### config.mk
export PLATFORM = sky130hd
export DESIGN_NAME = ectp_queue
export DESIGN_NICKNAME = d
export VERILOG_FILES = /design/src/rtl/edge_cost_with_turn_penalty_unit_defines.svh /design/src/rtl/ectp_pkg.sv /design/src/rtl/ectp_queue.sv
export SDC_FILE = /design/constraint.sdc
export NUM_CORES = 1
export LEC_CHECK = 0
export BUFFER_PORTS_ARGS = -buffer_cell sky130_fd_sc_hd__buf_2
export CAP_MARGIN = 10
export CORE_AREA = 2 2 224 226
export DETAILED_ROUTE_END_ITERATION = 8
export DIE_AREA = 0 0 226 228
export MAX_ROUTING_LAYER = met4
export PLACE_DENSITY = 0.74
export SLEW_MARGIN = 40
export SYNTH_ARGS = -nofsm -noshare
export SYNTH_HDL_FRONTEND = slang
export SYNTH_SLANG_ARGS = --single-unit
### constraint.sdc
create_clock -name i_clk -period 5.26 [get_ports i_clk]
set_clock_uncertainty 0.2 [all_clocks]
set_input_delay 0.526 -clock i_clk [delete_from_list [all_inputs] [get_ports i_clk]]
set_output_delay 0.526 -clock i_clk [all_outputs]
set_load 0.005 [all_outputs]
### src/rtl/edge_cost_with_turn_penalty_unit_defines.svh
// Assertion macros for the edge cost RTL.
// No dependencies; included by ectp_back, which carries the concurrent checks.
`ifndef EDGE_COST_WITH_TURN_PENALTY_UNIT_DEFINES_SVH
`define EDGE_COST_WITH_TURN_PENALTY_UNIT_DEFINES_SVH
`ifndef SYNTH
`define ECTP_ASSERT_ALWAYS(lbl, clk, rst_n, cond) \
    lbl: assert property (@(posedge clk) disable iff (!rst_n) (cond)) \
        else $error("ectp check failed");
`define ECTP_ASSERT_IMPLY(lbl, clk, rst_n, ante, cons) \
    lbl: assert property (@(posedge clk) disable iff (!rst_n) (ante) |-> (cons)) \
        else $error("ectp check failed");
`else
`define ECTP_ASSERT_ALWAYS(lbl, clk, rst_n, cond)
`define ECTP_ASSERT_IMPLY(lbl, clk, rst_n, ante, cons)
`endif
`endif

### src/rtl/ectp_pkg.sv
// Shared widths, constants and types for the edge cost unit.
// No dependencies; imported by every module of the block.
`default_nettype none
package ectp_pkg;
    localparam int COORD_BITS  = 24;
    localparam int MAG_BITS    = COORD_BITS + 1;
    localparam int LIM_BITS    = 28;
    localparam int DM          = (MAG_BITS < LIM_BITS) ? MAG_BITS : LIM_BITS;
    localparam int VW          = DM + 1;
    localparam int PRW         = 2 * VW;
    localparam int SQW         = 2 * DM + 2;
    localparam int SR          = DM + 1;
    localparam int RW          = SR + 2;
    localparam int DOTW        = PRW + 2;
    localparam int HW          = 2 * SR;
    localparam int NSW         = DOTW + 1;
    localparam int NW          = HW + 1;
    localparam int QB          = DM + 2;
    localparam int KMAX        = (MAG_BITS > LIM_BITS) ? (MAG_BITS - LIM_BITS) : 0;
    localparam int KB          = $clog2(KMAX + 2);

    localparam int COST_BITS   = 28;
    localparam int WEIGHT_BITS = 10;
    localparam int WEIGHT_FRAC = 8;
    localparam int PENW        = WEIGHT_BITS + QB;
    localparam int PSW         = PENW - WEIGHT_FRAC;
    localparam int SUMA        = (SR > PSW) ? SR : PSW;
    localparam int SUMW        = ((SUMA > COST_BITS) ? SUMA : COST_BITS) + 1;

    localparam logic [COST_BITS-1:0]   COST_MAX     = '1;
    localparam logic [WEIGHT_BITS-1:0] WEIGHT_RESET = WEIGHT_BITS'(205);

    localparam int QDEPTH = 4;
    localparam int QAW    = $clog2(QDEPTH);
    localparam int LAT    = SR + QB + 7;
    localparam int RAW    = $clog2(LAT + 2);
    localparam int RDEPTH = 1 << RAW;

    typedef logic signed [COORD_BITS-1:0] t_coord;
    typedef logic signed [VW-1:0]         t_vec;

    typedef struct packed {
        logic big;
        logic pen_en;
    } t_flags;

    typedef struct packed {
        t_vec   dx;
        t_vec   dy;
        t_vec   dz;
        t_vec   px;
        t_vec   py;
        t_vec   pz;
        t_flags fl;
    } t_item;

    typedef struct packed {
        logic [COST_BITS-1:0] cost;
        logic                 sat;
    } t_res;

    typedef struct packed {
        logic               empty;
        logic [QAW:0]       count;
    } t_qstat;
endpackage
`default_nettype wire

### src/rtl/ectp_queue.sv
// Short item queue between front and back end.
// Uses ectp_pkg for the item type and depth.
`default_nettype none
module ectp_queue (
    input  logic            i_clk,
    input  logic            i_rst_n,
    input  logic            i_push,
    input  ectp_pkg::t_item i_item,
    input  logic            i_pop,
    output ectp_pkg::t_item o_head,
    output ectp_pkg::t_qstat o_stat
);
    import ectp_pkg::*;

    t_item          r_mem [QDEPTH];
    logic [QAW-1:0] r_wr;
    logic [QAW-1:0] r_rd;
    logic [QAW:0]   r_cnt;

    always_ff @(posedge i_clk) begin
        if (!i_rst_n) begin
            r_wr  <= '0;
            r_rd  <= '0;
            r_cnt <= '0;
        end else begin
            if (i_push) begin
                r_wr <= r_wr + 1'b1;
            end
            if (i_pop) begin
                r_rd <= r_rd + 1'b1;
            end
            r_cnt <= r_cnt + (QAW+1)'(i_push) - (QAW+1)'(i_pop);
        end
    end

    always_ff @(posedge i_clk) begin
        if (i_push) begin
            r_mem[r_wr] <= i_item;
        end
    end

    assign o_head       = r_mem[r_rd];
    assign o_stat.empty = (r_cnt == '0);
    assign o_stat.count = r_cnt;
endmodule
`default_nettype wire

== Word level (Yosys, flattened, before mapping) ==
Memories as Yosys holds them, arrays and structs flattened. A register that Yosys moved wholly into a read port is not among the register bits.
Cells that the tools add are included.

* Bits of input ports: 162
* Memories: 1
* Word-level logic and storage cells: 13
* Output and inout port bits: 162
* Memory bits (writable): 632
* Flip-flop bits (word level): 7

* Mux-type cells: 4
* Reductions and logical operators: 1
* $add $sub $neg: 4

{| class="wikitable"
|+ Memories
! memory !! depth !! bits a word !! read ports !! clocked after memory_dff !! wr ports !! line !! text
|-
| r_mem || 4 || 158 || 1 || 1 || 1 || ectp_queue.sv:15 || <nowiki>t_item r_mem [QDEPTH];</nowiki>
|}

{| class="wikitable"
|+ Operators with widths
! cell !! count
|-
| 2-bit by 1-bit adder with 2-bit output, second input constant || 2
|-
| 2-bit two-way mux || 2
|-
| 3-bit by 1-bit adder with 3-bit output || 1
|-
| 3-bit logical NOT || 1
|-
| 3-bit by 1-bit subtractor with 3-bit output || 1
|-
| 1-bit two-way mux || 2
|}

== Logic depth before layout (Yosys ltp) ==
* Word-level depth: 3
* Gate-level depth with buffers: 7
* Gate-level depth less buffers: 7

== Worst setup path after synthesis ==
No wires, ideal clock.

* Path type: reg-to-reg
* From: register r_wr[0]
* To: memory r_mem[0][0] (netlist bit), enable pin
* Path slack: 372 ps
* Setup time: 536 ps
* Clock period less this slack: 4,888 ps
* Data arrival time: 4,152 ps
* Cell stages (with the launch flop): 4
* Data required time: 4,524 ps
* Path buffers: 0
* Path through: dfxtp_1 -> inv_1 -> ha_1 -> and2_1

{| class="wikitable"
|+ RTL lines
! element !! line !! text
|-
| start, declared || ectp_queue.sv:16 || <nowiki>logic [QAW-1:0] r_wr;</nowiki>
|-
| start signal, assigned || ectp_queue.sv:27 || <nowiki>r_wr <= r_wr + 1'b1;</nowiki>
|-
| end, declared || ectp_queue.sv:15 ||
|}

Straight into the memory's write port.

==> results.sh <==
export IMPL_globalplace_congestion=0.7393
export IMPL_nFillCells=3367
export IMPL_layout_setup_ws_ns=1.865
export IMPL_finalCritPeriodShare=0.6455
export IMPL_first_pass_iters=5
export IMPL_numPortBuffers=323
export IMPL_power_switching_mw=2.447
export IMPL_grt_pass1_vias=12233
export IMPL_rsz0062_at_grt="false"
export IMPL_finalHoldViolCount=0
export IMPL_synth_edf_count=632
export IMPL_postRouteAntennaNets=0
export IMPL_ys_flop_type="edfxtp_1"
export IMPL_drt_iter0_drc=728
export IMPL_io_pins=324
export IMPL_dp_final_hpwl_um=26860
export IMPL_yosysUniqueCellTypes=18
export IMPL_synth_avg_cell_area_um2=26.78
export IMPL_htreeDepth=3
export IMPL_max_cap_viol_count=0
export IMPL_cp_start_kind="register"
export IMPL_routed_wl_um=46700
export IMPL_yosysMostFrequentCell="edfxtp_1"
export IMPL_fin_util=0.5982
export IMPL_place_ws_ns=2.394
export IMPL_avgViaCountPerCell=5.266
export IMPL_ys_warn_count=0
export IMPL_cts_hold_buffers=159
export IMPL_switching_share=0.2114
export IMPL_syn_nets=1037
export IMPL_fmax_ghz=0.2945
export IMPL_vias=11191
export IMPL_fin_crit_ns=3.395
export IMPL_p_comb_frac=0.095
export IMPL_critPathRequiredTime_ns=4.53
export IMPL_die_w_um=226
export IMPL_yosys_top_cells_area="edfxtp_1 82%, mux4_2 15%, dfxtp_1 0.78%"
export IMPL_drive_above_1_share=0.4144
export IMPL_synth_top_cell_by_area="edfxtp_1"
export IMPL_setup_viol=0
export IMPL_die_area_um2=51530
export IMPL_leakage_nw=10.01
export IMPL_clkPwrFrac=0.391
export IMPL_finalSetupTns_ns=0
export IMPL_cts_tree="yes"
export IMPL_grt_pass1_wl_um=71200
export IMPL_r2r_slack_ns=2.87
export IMPL_die_h_um=228
export IMPL_drc=0
export IMPL_worst_path_max_fanout=24
export IMPL_synthesis_area_um2=23240
export IMPL_syn2layout_area_growth_pct=27.02
export IMPL_overflow=0
export IMPL_synth_top_cells_by_count="632 x edfxtp_1, 158 x mux4_2, 17 x buf_2"
export IMPL_wl_per_cell_um=21.98
export IMPL_grt_start_max_net_pins=90
export IMPL_p_seq_frac=0.514
export IMPL_cts_root_buffer="clkbuf_16"
export IMPL_cts_buffers=68
export IMPL_hold_class="input pin to register"
export IMPL_synth_seq_cells=641
export IMPL_cts_buffer_depth=3
export IMPL_initial_core_util=0.4710
export IMPL_nets=1574
export IMPL_worstSkewPairLatency_ns=0.58
export IMPL_p_per_area_nw_per_um2=392.0
export IMPL_antenna_found_initial=5
export IMPL_critPathCaptureType="output pin"
export IMPL_async_flop_share=0
export IMPL_intPower_mw=9.127
export IMPL_cp_arrival_ns=2.67
export IMPL_slew_headroom=0.5023
export IMPL_cts_resized=0
export IMPL_worst_pin_slew_ns=0.7465
export IMPL_clkSinkCount=641
export IMPL_drv_slew=0
export IMPL_grt_use_total=0.1912
export IMPL_synthDominantCellAreaShare=0.8165
export IMPL_path_class="register to output pin"
export IMPL_post_cts_setup_buffers=0
export IMPL_status="finished clean"
export IMPL_core_area_um2=49350
export IMPL_rows=82
export IMPL_ir_drop_mv=0.3613
export IMPL_clk_pin_slew_ns=0.06
export IMPL_ys_seq_area_frac=0.8243
export IMPL_syn_inst=868
cells in the final DEF, fill, tap and decap left out, drive strengths merged:
master / netlist / final
edfxtp: 632 / 632
buf: 32 / 344
dlygate4sd3: 0 / 159
mux4: 158 / 158
clkbuf: 4 / 86
clkinv: 0 / 18
inv: 7 / 9
dfxtp: 9 / 9
ha: 6 / 6
and2: 6 / 6
diode: 0 / 5
nor2: 5 / 5
clkinvlp: 0 / 4
bufinv: 0 / 3
xnor2: 2 / 2
nor3: 1 / 1
a21bo: 1 / 1
nand3b: 1 / 1
a21oi: 1 / 1
mux2i: 1 / 1
xor3: 1 / 1
fa: 1 / 1
worst max-delay path, cell delays in order (launching register included):
cell and delay (ns):
dfxtp_4 0.61, buf_12 0.28, buf_4 0.39, mux4_2 0.60
buf_2 0.16
routing by layer:
layer  share of wire  track usage
met5               0            -
met3           0.075      0.05358
met1            0.41       0.2391
met4           0.020      0.06395
met2            0.50       0.3033
cell families (layout without fill, tap and decap cells):
kind of cell    after synthesis  in the layout  synth area share
flops                       641            641            0.8243
mux                         159            159            0.1535
compound gates                2              2         0.0006458
other cells                   0              5                 0
xor+xnor                      3              3          0.001777
fa+ha+maj                     7              7          0.004091
simple gates                 13             13          0.002961
buf+inv                      43            623           0.01270
state kept, by name, indices dropped and copies added (netlist names), named ones only:
| name | cells |
|---|---|
| r_mem | 632 |
| r_cnt | 3 |
| r_wr | 2 |
| r_rd | 2 |
metrics by stage:
stage / cells / hold slack [ns] / power, mW / cell area (um2)
detailed placement: 1848 / 0.3260 / 7.058 / 25800
finish: 2125 / 0.09450 / 11.57 / 29520
global placement: 1841 / 0.3068 / 7.010 / 25650
CTS: 2120 / 0.03966 / 11.70 / 29510
global route: 2125 / 0.07221 / 11.99 / 29520
floorplan: 868 / 0.2993 / 6.608 / 23240
area by class of cell:
type	instances	area (um2)	area share
Sequential cell	641	19170	0.6492
Clock inverter	27	221.5	0.007502
Timing Repair Buffer	503	3561	0.1206
Multi-Input combinational cell	184	3799	0.1287
Antenna cell	5	12.51	0.0004238
Inverter	7	26.28	0.0008900
Clock buffer	86	1896	0.06421
Tap cell	672	840.8	0.02848
power groups by stage:
stage	registers [mW]	logic, mW	clock network (mW)
floorplan	6.05	0.554	0
global placement	6.05	0.963	0
detailed placement	6.05	1.01	0
CTS	5.95	1.12	4.64
global route	5.96	1.18	4.85
finish	5.95	1.10	4.53
final timing paths:
path,start,end,cells past startpoint
hold / removal,i_pop,register,3
setup / recovery,register,o_head[114],4
hold reg to reg,r_rd[1],register,2
setup reg to reg,r_wr[0],r_mem[1][72],5
(Power assumes the default switching activity.)
